===== config.mk =====
export PLATFORM = sky130hd
export DESIGN_NAME = led_blink_pattern_sequencer_flat
export DESIGN_NICKNAME = d
export VERILOG_FILES = /design/src/lbps_pkg.sv /design/src/lbps_in_if.sv /design/src/lbps_out_if.sv /design/src/led_blink_pattern_sequencer.sv /design/src/flat_wrapper.sv
export SDC_FILE = /design/constraint.sdc
export NUM_CORES = 2
export LEC_CHECK = 0
export BUFFER_PORTS_ARGS = -buffer_cell sky130_fd_sc_hd__buf_2
export CAP_MARGIN = 20
export CORE_ASPECT_RATIO = 1.5
export CORE_UTILIZATION = 40
export DETAILED_ROUTE_END_ITERATION = 10
export GPL_TIMING_DRIVEN = 0
export PLACE_DENSITY_LB_ADDON = 0.12
export SKIP_LAST_GASP = 1
export SLEW_MARGIN = 20
export SYNTH_ARGS = -nofsm -noshare
export SYNTH_HDL_FRONTEND = slang
export SYNTH_SLANG_ARGS = --single-unit

===== constraint.sdc =====
create_clock -name clk -period 8.09 [get_ports clk]
set_clock_uncertainty 0.1 [all_clocks]
set_input_delay 0.809 -clock clk [delete_from_list [all_inputs] [get_ports clk]]
set_output_delay 0.809 -clock clk [all_outputs]
set_load 0.05 [all_outputs]

===== src/lbps_pkg.sv =====
// Shared types and constants of the LED blink pattern sequencer.
package lbps_pkg;

	typedef enum logic [1:0] {
		MODE_TICK = 2'd0,
		MODE_BYTE = 2'd1,
		MODE_EOL  = 2'd2,
		MODE_NOP  = 2'd3
	} mode_t;

	typedef enum logic [1:0] {
		STEP_RED   = 2'd0,
		STEP_GREEN = 2'd1,
		STEP_BOTH  = 2'd2,
		STEP_NONE  = 2'd3
	} step_t;

	typedef enum logic [1:0] {
		STAT_NONE     = 2'd0,
		STAT_ACCEPTED = 2'd1,
		STAT_REJECTED = 2'd2
	} status_t;

	typedef enum logic [2:0] {
		PH_PER_FIRST = 3'd0,
		PH_PER       = 3'd1,
		PH_REP_FIRST = 3'd2,
		PH_REP       = 3'd3,
		PH_STEPS     = 3'd4,
		PH_CNT_FIRST = 3'd5,
		PH_CNT       = 3'd6
	} phase_t;

	typedef enum logic [1:0] {
		ST_IDLE,
		ST_APPLY,
		ST_FILL,
		ST_DONE
	} state_t;

	localparam int unsigned IDLE_LENGTH   = 100;
	localparam logic [15:0] NUM_MAX       = 16'hFFFF;
	// Reciprocal of ten scaled by 2^19; exact for all 16-bit dividends.
	localparam logic [15:0] RECIP_TEN     = 16'd52429;
	localparam logic [9:0]  PWM_RESET     = 10'd64;

	function automatic logic is_step_char(input logic [7:0] ch);
		return ch == "r" || ch == "R" || ch == "g" || ch == "G" ||
			ch == "b" || ch == "B" || ch == "n" || ch == "N";
	endfunction

	function automatic step_t step_of(input logic [7:0] ch);
		step_t code;
		code = STEP_NONE;
		if (ch == "r" || ch == "R") code = STEP_RED;
		else if (ch == "g" || ch == "G") code = STEP_GREEN;
		else if (ch == "b" || ch == "B") code = STEP_BOTH;
		return code;
	endfunction

endpackage


===== src/lbps_in_if.sv =====
// Input channel of the sequencer: one event word per handshake.
interface lbps_in_if;
	logic       valid;
	logic       ready;
	logic [1:0] mode;
	logic [7:0] char_byte;
	modport source (output valid, output mode, output char_byte, input ready);
	modport sink (input valid, input mode, input char_byte, output ready);
endinterface


===== src/lbps_out_if.sv =====
// Output channel of the sequencer: one status word per handshake.
interface lbps_out_if;
	logic       valid;
	logic       ready;
	logic [9:0] red_duty;
	logic [9:0] green_duty;
	logic [1:0] parse_status;
	logic       idle_playing;
	modport source (output valid, output red_duty, output green_duty,
		output parse_status, output idle_playing, input ready);
	modport sink (input valid, input red_duty, input green_duty,
		input parse_status, input idle_playing, output ready);
endinterface


===== src/led_blink_pattern_sequencer.sv =====
// Top level of the LED blink pattern sequencer.
//
// Every input word gives exactly one output word. A tick or a plain command byte passes
// through the done state on its way to the output register, and through the apply state
// first when a step is played, for the synchronous read of the pattern memory. An X run
// writes its copies one per cycle through the single write port in the fill state, before
// its closing letter moves on to the done state. Input is taken again the cycle after the
// output register is loaded, so the block takes no new word before the last one is
// through; a finished word that cannot leave holds the block until the output register
// drains. The pattern memory holds two banks and needs no clearing pass.
module led_blink_pattern_sequencer #(
	parameter int unsigned MAX_STEPS = 256,
	parameter int unsigned DUTY_BITS = 10
) (
	input  logic              clk,
	input  logic              arst_n,
	input  logic              cfg_we,
	input  logic [9:0]        cfg_wdata,
	lbps_in_if.sink           in_ch,
	lbps_out_if.source        out_ch
);
	import lbps_pkg::*;

	localparam int unsigned IW = $clog2(MAX_STEPS);
	localparam int unsigned LW = $clog2(MAX_STEPS + 1);
	localparam int unsigned AW = IW + 1;
	localparam logic [9:0] DUTY_MASK = 10'((64'd1 << DUTY_BITS) - 64'd1);
	localparam logic [LW-1:0] MAX_LEN = LW'(MAX_STEPS);
	localparam logic [LW-1:0] IDLE_LEN = LW'(IDLE_LENGTH);

	logic [1:0] mem [2**AW];
	logic [1:0] rd_s1;

	state_t state_q, state_d;

	logic [9:0]    pwm_q;
	logic          bank_q;
	logic [LW-1:0] len_q, play_q;
	logic [12:0]   period_q, tdiv_q;
	logic [15:0]   rep_q, iter_q;
	logic [9:0]    red_q, green_q;
	logic          idle_q;
	phase_t        phase_q;
	logic [15:0]   num_q, sper_q, srep_q;
	logic [LW-1:0] slen_q, fill_q;
	step_t         fill_code_q;
	logic          failed_q;
	status_t       status_q;
	logic          first_s1;

	logic          out_valid_q;
	logic [9:0]    out_red_q, out_green_q;
	status_t       out_stat_q;
	logic          out_idle_q;

	logic          accept;
	mode_t         mode;
	logic [7:0]    ch;
	logic          digit;
	logic [19:0]   num_next20;
	logic [15:0]   num_sat;
	logic [13:0]   div_sum;
	logic          period_hit, wrap, go_idle, play_now;
	logic [LW-1:0] pi_eff;
	logic [16:0]   run_end;
	logic [31:0]   prod;
	logic          we;
	logic [AW-1:0] waddr;
	step_t         wdata;
	logic [9:0]    lit;

	assign accept = in_ch.valid && in_ch.ready;
	assign mode = mode_t'(in_ch.mode);
	assign ch = in_ch.char_byte;
	assign digit = ch >= "0" && ch <= "9";
	assign num_next20 = {4'd0, num_q} * 20'd10 + {16'd0, ch[3:0]};
	assign num_sat = (num_next20 > {4'd0, NUM_MAX}) ? NUM_MAX : num_next20[15:0];
	assign lit = pwm_q & DUTY_MASK;
	assign prod = sper_q * RECIP_TEN;
	assign run_end = {1'b0, num_q} + 17'(slen_q);

	// Tick decode.
	assign div_sum = {1'b0, tdiv_q} + 14'd1;
	assign period_hit = div_sum >= {1'b0, period_q};
	assign wrap = play_q >= len_q;
	assign go_idle = period_hit && wrap && (rep_q != 16'd0) && (iter_q >= rep_q);
	assign pi_eff = wrap ? '0 : play_q;
	assign play_now = period_hit && !go_idle && (pi_eff < len_q);

	// Staging writes to the bank that is not playing.
	always_comb begin
		we = 1'b0;
		waddr = {~bank_q, slen_q[IW-1:0]};
		wdata = step_of(ch);
		if (state_q == ST_FILL) begin
			we = 1'b1;
			wdata = fill_code_q;
		end else if (accept && mode == MODE_BYTE && ch != 8'd0 && !failed_q &&
				phase_q == PH_STEPS && slen_q < MAX_LEN && is_step_char(ch)) begin
			we = 1'b1;
		end
	end

	always_ff @(posedge clk) begin
		if (we) mem[waddr] <= wdata;
		rd_s1 <= mem[{bank_q, pi_eff[IW-1:0]}];
	end

	always_ff @(posedge clk or negedge arst_n) begin
		if (!arst_n) state_q <= ST_IDLE;
		else state_q <= state_d;
	end

	always_comb begin
		state_d = state_q;
		in_ch.ready = 1'b0;
		case (state_q)
			ST_IDLE: begin
				in_ch.ready = 1'b1;
				if (in_ch.valid) begin
					state_d = ST_DONE;
					if (mode == MODE_TICK && play_now) state_d = ST_APPLY;
					if (mode == MODE_BYTE && ch != 8'd0 && !failed_q &&
							phase_q == PH_CNT && !digit && is_step_char(ch) &&
							run_end <= 17'(MAX_LEN) && num_q != 16'd0)
						state_d = ST_FILL;
				end
			end
			ST_APPLY: state_d = ST_DONE;
			ST_FILL: if (fill_q == LW'(1)) state_d = ST_DONE;
			ST_DONE: if (!out_valid_q || out_ch.ready) state_d = ST_IDLE;
			default: state_d = ST_IDLE;
		endcase
	end

	always_ff @(posedge clk or negedge arst_n) begin
		if (!arst_n) begin
			pwm_q <= PWM_RESET;
			bank_q <= 1'b0;
			len_q <= '0;
			play_q <= '0;
			period_q <= 13'd1;
			rep_q <= 16'd1;
			iter_q <= '0;
			tdiv_q <= '0;
			red_q <= '0;
			green_q <= '0;
			idle_q <= 1'b0;
			phase_q <= PH_PER_FIRST;
			num_q <= '0;
			sper_q <= '0;
			srep_q <= '0;
			slen_q <= '0;
			failed_q <= 1'b0;
			fill_q <= '0;
			fill_code_q <= STEP_NONE;
			status_q <= STAT_NONE;
			first_s1 <= 1'b0;
			out_valid_q <= 1'b0;
			out_red_q <= '0;
			out_green_q <= '0;
			out_stat_q <= STAT_NONE;
			out_idle_q <= 1'b0;
		end else begin
			if (cfg_we) pwm_q <= cfg_wdata;
			if (out_valid_q && out_ch.ready && state_q != ST_DONE) out_valid_q <= 1'b0;
			case (state_q)
				ST_IDLE: begin
					if (accept) begin
						if (mode == MODE_EOL || (mode == MODE_BYTE && ch == 8'd0))
							status_q <= (!failed_q && phase_q == PH_STEPS) ?
								STAT_ACCEPTED : STAT_REJECTED;
						else status_q <= STAT_NONE;
						if (mode == MODE_TICK) begin
							if (period_hit) begin
								tdiv_q <= '0;
								if (go_idle) begin
									play_q <= pi_eff;
									red_q <= '0;
									green_q <= '0;
									period_q <= 13'd1;
									rep_q <= '0;
									iter_q <= '0;
									len_q <= IDLE_LEN;
									idle_q <= 1'b1;
								end else begin
									if (wrap && rep_q != 16'd0) iter_q <= iter_q + 16'd1;
									if (play_now) play_q <= pi_eff + LW'(1);
									else play_q <= pi_eff;
								end
								first_s1 <= pi_eff == '0;
							end else tdiv_q <= div_sum[12:0];
						end else if (mode == MODE_EOL || (mode == MODE_BYTE && ch == 8'd0)) begin
							if (!failed_q && phase_q == PH_STEPS) begin
								bank_q <= ~bank_q;
								len_q <= slen_q;
								play_q <= '0;
								period_q <= prod[31:19];
								rep_q <= srep_q;
								iter_q <= '0;
								idle_q <= 1'b0;
							end
							phase_q <= PH_PER_FIRST;
							num_q <= '0;
							sper_q <= '0;
							srep_q <= '0;
							slen_q <= '0;
							failed_q <= 1'b0;
						end else if (mode == MODE_BYTE && !failed_q) begin
							case (phase_q)
								PH_PER_FIRST, PH_REP_FIRST, PH_CNT_FIRST: begin
									if (!digit) failed_q <= 1'b1;
									else begin
										num_q <= {12'd0, ch[3:0]};
										phase_q <= phase_t'(phase_q + 3'd1);
									end
								end
								PH_PER: begin
									if (digit) num_q <= num_sat;
									else if (num_q == 16'd0 || (ch != "r" && ch != "R"))
										failed_q <= 1'b1;
									else begin
										sper_q <= num_q;
										phase_q <= PH_REP_FIRST;
									end
								end
								PH_REP: begin
									if (digit) num_q <= num_sat;
									else if (ch != "s" && ch != "S") failed_q <= 1'b1;
									else begin
										srep_q <= num_q;
										phase_q <= PH_STEPS;
									end
								end
								PH_STEPS: begin
									if (slen_q >= MAX_LEN) failed_q <= 1'b1;
									else if (ch == "x" || ch == "X") phase_q <= PH_CNT_FIRST;
									else if (!is_step_char(ch)) failed_q <= 1'b1;
									else slen_q <= slen_q + LW'(1);
								end
								PH_CNT: begin
									if (digit) num_q <= num_sat;
									else if (!is_step_char(ch) || run_end > 17'(MAX_LEN))
										failed_q <= 1'b1;
									else begin
										fill_q <= num_q[LW-1:0];
										fill_code_q <= step_of(ch);
										phase_q <= PH_STEPS;
									end
								end
								default: failed_q <= 1'b1;
							endcase
						end
					end
				end
				ST_APPLY: begin
					case (idle_q ? (first_s1 ? STEP_GREEN : STEP_NONE) : step_t'(rd_s1))
						STEP_RED: begin
							red_q <= lit;
							green_q <= '0;
						end
						STEP_GREEN: begin
							red_q <= '0;
							green_q <= lit;
						end
						STEP_BOTH: begin
							red_q <= lit;
							green_q <= lit;
						end
						default: begin
							red_q <= '0;
							green_q <= '0;
						end
					endcase
				end
				ST_FILL: begin
					slen_q <= slen_q + LW'(1);
					fill_q <= fill_q - LW'(1);
				end
				ST_DONE: begin
					if (!out_valid_q || out_ch.ready) begin
						out_valid_q <= 1'b1;
						out_red_q <= red_q;
						out_green_q <= green_q;
						out_stat_q <= status_q;
						out_idle_q <= idle_q;
					end
				end
				default: ;
			endcase
		end
	end

	assign out_ch.valid = out_valid_q;
	assign out_ch.red_duty = out_red_q;
	assign out_ch.green_duty = out_green_q;
	assign out_ch.parse_status = out_stat_q;
	assign out_ch.idle_playing = out_idle_q;

endmodule


===== src/flat_wrapper.sv =====
// flat-port wrapper written by rule: the top's interface ports become plain ports
module led_blink_pattern_sequencer_flat import lbps_pkg::*;
#(
	parameter int unsigned MAX_STEPS = 256,
	parameter int unsigned DUTY_BITS = 10
)
  (clk, arst_n, cfg_we, cfg_wdata, in_ch_valid, in_ch_mode, in_ch_char_byte, in_ch_ready, out_ch_valid, out_ch_red_duty, out_ch_green_duty, out_ch_parse_status, out_ch_idle_playing, out_ch_ready);
  lbps_in_if in_ch_i ();
  lbps_out_if out_ch_i ();
  input  logic clk;
  input  logic arst_n;
  input  logic cfg_we;
  input  logic [9:0] cfg_wdata;
  input wire logic [$bits(in_ch_i.valid)-1:0] in_ch_valid;
  input wire logic [$bits(in_ch_i.mode)-1:0] in_ch_mode;
  input wire logic [$bits(in_ch_i.char_byte)-1:0] in_ch_char_byte;
  output wire logic [$bits(in_ch_i.ready)-1:0] in_ch_ready;
  output wire logic [$bits(out_ch_i.valid)-1:0] out_ch_valid;
  output wire logic [$bits(out_ch_i.red_duty)-1:0] out_ch_red_duty;
  output wire logic [$bits(out_ch_i.green_duty)-1:0] out_ch_green_duty;
  output wire logic [$bits(out_ch_i.parse_status)-1:0] out_ch_parse_status;
  output wire logic [$bits(out_ch_i.idle_playing)-1:0] out_ch_idle_playing;
  input wire logic [$bits(out_ch_i.ready)-1:0] out_ch_ready;
  assign in_ch_i.valid = in_ch_valid;
  assign in_ch_i.mode = in_ch_mode;
  assign in_ch_i.char_byte = in_ch_char_byte;
  assign in_ch_ready = in_ch_i.ready;
  assign out_ch_valid = out_ch_i.valid;
  assign out_ch_red_duty = out_ch_i.red_duty;
  assign out_ch_green_duty = out_ch_i.green_duty;
  assign out_ch_parse_status = out_ch_i.parse_status;
  assign out_ch_idle_playing = out_ch_i.idle_playing;
  assign out_ch_i.ready = out_ch_ready;
  led_blink_pattern_sequencer #(.MAX_STEPS(MAX_STEPS), .DUTY_BITS(DUTY_BITS)) u_core (.clk(clk), .arst_n(arst_n), .cfg_we(cfg_we), .cfg_wdata(cfg_wdata), .in_ch(in_ch_i), .out_ch(out_ch_i));
endmodule

==> results.toml <==
[synth]
avgSynthCellArea_um2 = 12.3
ys.flop_type = "edfxtp_1"
synthesis.nets = 5192
async_flop_share = 0.169
synth_seq_area_share = 0.606
ys_ff_latch = 1235
syn-cell-area_um2 = 59500
ys_types = 106
synth-edff-count = 1024
yosysWarnings = 0
netlist_instances = 4848

[place]
port_buffers = 47
place_congestion = 1.05
pre_cts_ws_ps = -331
hpwlAfterDp_um = 181000

[global_routing]
track_usage = 0.335
grt_use_met1 = 0.359
antenna_found_initial = 21
overflow = 0
grt_use_met2 = 0.545
grt_busiest_layer = "met2"
grt_pass1_wl_um = 342000
grt_pass1_vias = 43600
grt_max_degree = 118
grt_use_met3 = 0.0792

[pwr]
p_switching_w = 0.00494
power.share.clock = 0.338
p_leak_nw = 24.1
seqPwrFrac = 0.489
p_int_w = 0.0117
peakVddDrop_mv = 0.237
power.density_nw_per_um2 = 249
switching_share = 0.297
pwr-share-comb = 0.173

[floorplanning]
row_count = 172
io_pins = 50
die-area_um2 = 150000
dieWidth_um = 317
start_util = 0.404
core_um2 = 147000
die_y_um = 474

[setup_path]
cp-start-kind = "flop"
crit_required_ps = 8570
end_kind = "flop"
cp-startpoint = "u_core.play_q[0]"
worstPathArrival_ps = 8710
criticalPathCategory = "reg -> reg"
r2r-start = "u_core.play_q[0]"
cp_max_fo = 10

[flow_run]
maxCapViolations = 0

[route]
drtIter0Drc = 5802
vias_per_cell = 6.22
post-route-drc-count = 0
vias = 44000
drtPass1Iterations = 9
routed_wl_um = 252000
ant_nets = 0
routedWlPerCell_um = 35.6

[sta]
hold_viol_final = 0
timing.final.ws_setup_ps = -137
hold_ws_ps = 174
worst_pin_slew_ps = 1310
rsz0062_at_grt = "false"
slew_headroom = 0.127
setup_viol = 2
fin_crit_sh = 1.02
fmax_ghz = 0.122
drv_slew = 0
fin_crit_ps = 8230

[clock_tree]
numClockSinks = 1235
htree_levels = 3
cts_setup_buffers = 0
cts_tree = "yes"
clk_latency_ps = 790
clk_path_buf_depth = 3
ctsRootBufferMaster = "clkbuf_16"
clk_pin_slew_ps = 60
cts_buffers = 118

[final_layout]
multiInputGateArea_um2 = 21400
final_common_cell = "edfxtp_1"
area_delta_synth_final_pct = 12.0
ff_latch_area_um2 = 36000
finalNetCount = 5386
layout-drive-gt1-share = 0.108
layout_common_cells = "edfxtp_1, nor2_1, nand2_1"
fillers = 13700

[outcome]
violations = "setup timing"
status = "complete, but fails checks"

[min_path]
hold_path_startpoint = "cfg_wdata[0]"
holdCritPathClass = "in -> reg"
cell families after synthesis:
kind of cell | Yosys count | synth area share
simple gates | 1505 | 0.108
flops | 1235 | 0.606
compound gates | 942 | 0.106
buf+inv | 517 | 0.0351
fa+ha+maj | 319 | 0.0777
mux | 253 | 0.0561
xor+xnor | 77 | 0.0113
power by group through the flow:
stage	Combinational, W	Clock, W	Sequential [W]
2_1_floorplan	0.00150	0	0.00852
3_3_place_gp	0.00263	0	0.00871
3_5_place_dp	0.00285	0	0.00825
4_1_cts	0.00286	0.00562	0.00812
5_1_grt	0.00311	0.00586	0.00815
6_report	0.00288	0.00561	0.00812
sequential cells by signal, summed over array words and instances (netlist names), 10 cells and up:
| register | cells |
|---|---|
| u_core.tdiv_q | 13 |
| u_core.iter_q | 16 |
| u_core.out_ch.red_duty | 10 |
| u_core.mem | 1024 |
| u_core.rep_q | 16 |
| u_core.num_q | 16 |
| u_core.period_q | 13 |
| u_core.sper_q | 16 |
| u_core.lit | 10 |
| u_core.red_q | 10 |
| u_core.out_ch.green_duty | 10 |
| u_core.srep_q | 16 |
| u_core.green_q | 10 |
critical path, stage by stage, from the launching register on:
cell and delay, ps:
dfrtp_1 420, buf_2 260, inv_1 140, clkbuf_2 460
buf_1 720, clkbuf_2 700, ha_1 350, nor2b_1 190
o21a_1 320, o211ai_1 250, buf_4 290, buf_4 240
buf_2 380, nor2_2 700, nand3_1 610, a31oi_1 670
a2111oi_0 130, and4_1 330, a41oi_1 670
synth_stat cells (all sizes together) (10+ instances only):
cell / instances / area share
o2111ai: 16 / 0.0025
o211ai: 31 / 0.0041
buf: 107 / 0.0092
mux2: 77 / 0.015
nand2: 501 / 0.032
a211o: 16 / 0.0024
o22ai: 58 / 0.0061
nor2b: 19 / 0.0020
edfxtp: 1024 / 0.52
a211oi: 74 / 0.0098
and3: 22 / 0.0023
nand2b: 17 / 0.0018
nand3: 73 / 0.0061
mux4: 56 / 0.021
nand4: 31 / 0.0034
and2: 26 / 0.0027
a32oi: 10 / 0.0015
a21o: 24 / 0.0030
o31ai: 21 / 0.0027
dfrtp: 204 / 0.086
a221oi: 12 / 0.0018
inv: 230 / 0.015
o32ai: 26 / 0.0040
xnor2: 45 / 0.0066
clkbuf: 180 / 0.011
or2: 10 / 0.0011
nor2: 678 / 0.043
a31oi: 37 / 0.0039
mux2i: 120 / 0.020
fa: 84 / 0.028
o21a: 18 / 0.0023
o221ai: 32 / 0.0047
a21oi: 202 / 0.017
a2111oi: 16 / 0.0030
xor2: 32 / 0.0047
or3: 15 / 0.0016
nor3: 57 / 0.0048
ha: 235 / 0.049
o21ai: 242 / 0.021
nor4: 24 / 0.0026
a221o: 14 / 0.0024
final cells by class:
class                           count  share of cell area
Sequential cell                  1235               0.541
Multi-Input combinational cell   3096               0.322
Clock buffer                      157              0.0481
Tap cell                         1914              0.0360
Buffer                            287              0.0190
Inverter                          230              0.0130
Timing Repair Buffer               74              0.0121
Clock inverter                     66             0.00875
Antenna cell                       19            0.000714
path summary, 6_finish.rpt:
path	endpoint	slack (ps)	cells past startpoint
hold / removal	u_core.lit[0]	170	2
hold reg to reg	u_core.fill_code_q[0]	360	2
max in group asynchronous	u_core.period_q[0]	6310	4
setup reg to reg	u_core.rd_s1[0]	-140	18
min in group asynchronous	u_core.state_q[0]	430	2
setup / recovery	u_core.rd_s1[0]	-140	18
what timing repair did:
item                                   CTS  global route
endpoints found under the hold margin   22             0
gates resized for setup                  4             1
setup endpoints to repair                7             1
hold buffers                             1             0
layer usage:
layer | vias to the layer above | part of all wire | wire length, µm
li1 | 18300 | - | -
met1 | 22000 | 0.32 | 81800
met2 | 2769 | 0.47 | 119000
met3 | 945 | 0.094 | 23700
met4 | 10 | 0.11 | 27700
met5 | - | 0.00028 | 71
metrics by stage:
| stage | setup TNS [ps] | util | std cells | area, µm² | total power [W] |
|---|---|---|---|---|---|
| 6_report | -242 | 0.453 | 7078 | 66600 | 0.0166 |
| 5_1_grt | 0 | 0.453 | 7060 | 66600 | 0.0171 |
| 4_1_cts | 0 | 0.453 | 7059 | 66600 | 0.0166 |
| 3_5_place_dp | -539 | 0.427 | 6835 | 62800 | 0.0111 |
| 3_3_place_gp | -2280530 | 0.422 | 6809 | 62100 | 0.0113 |
| 2_1_floorplan | 0 | - | 4848 | 59500 | 0.0100 |
Note: power is estimated with default switching activity, not from simulation.
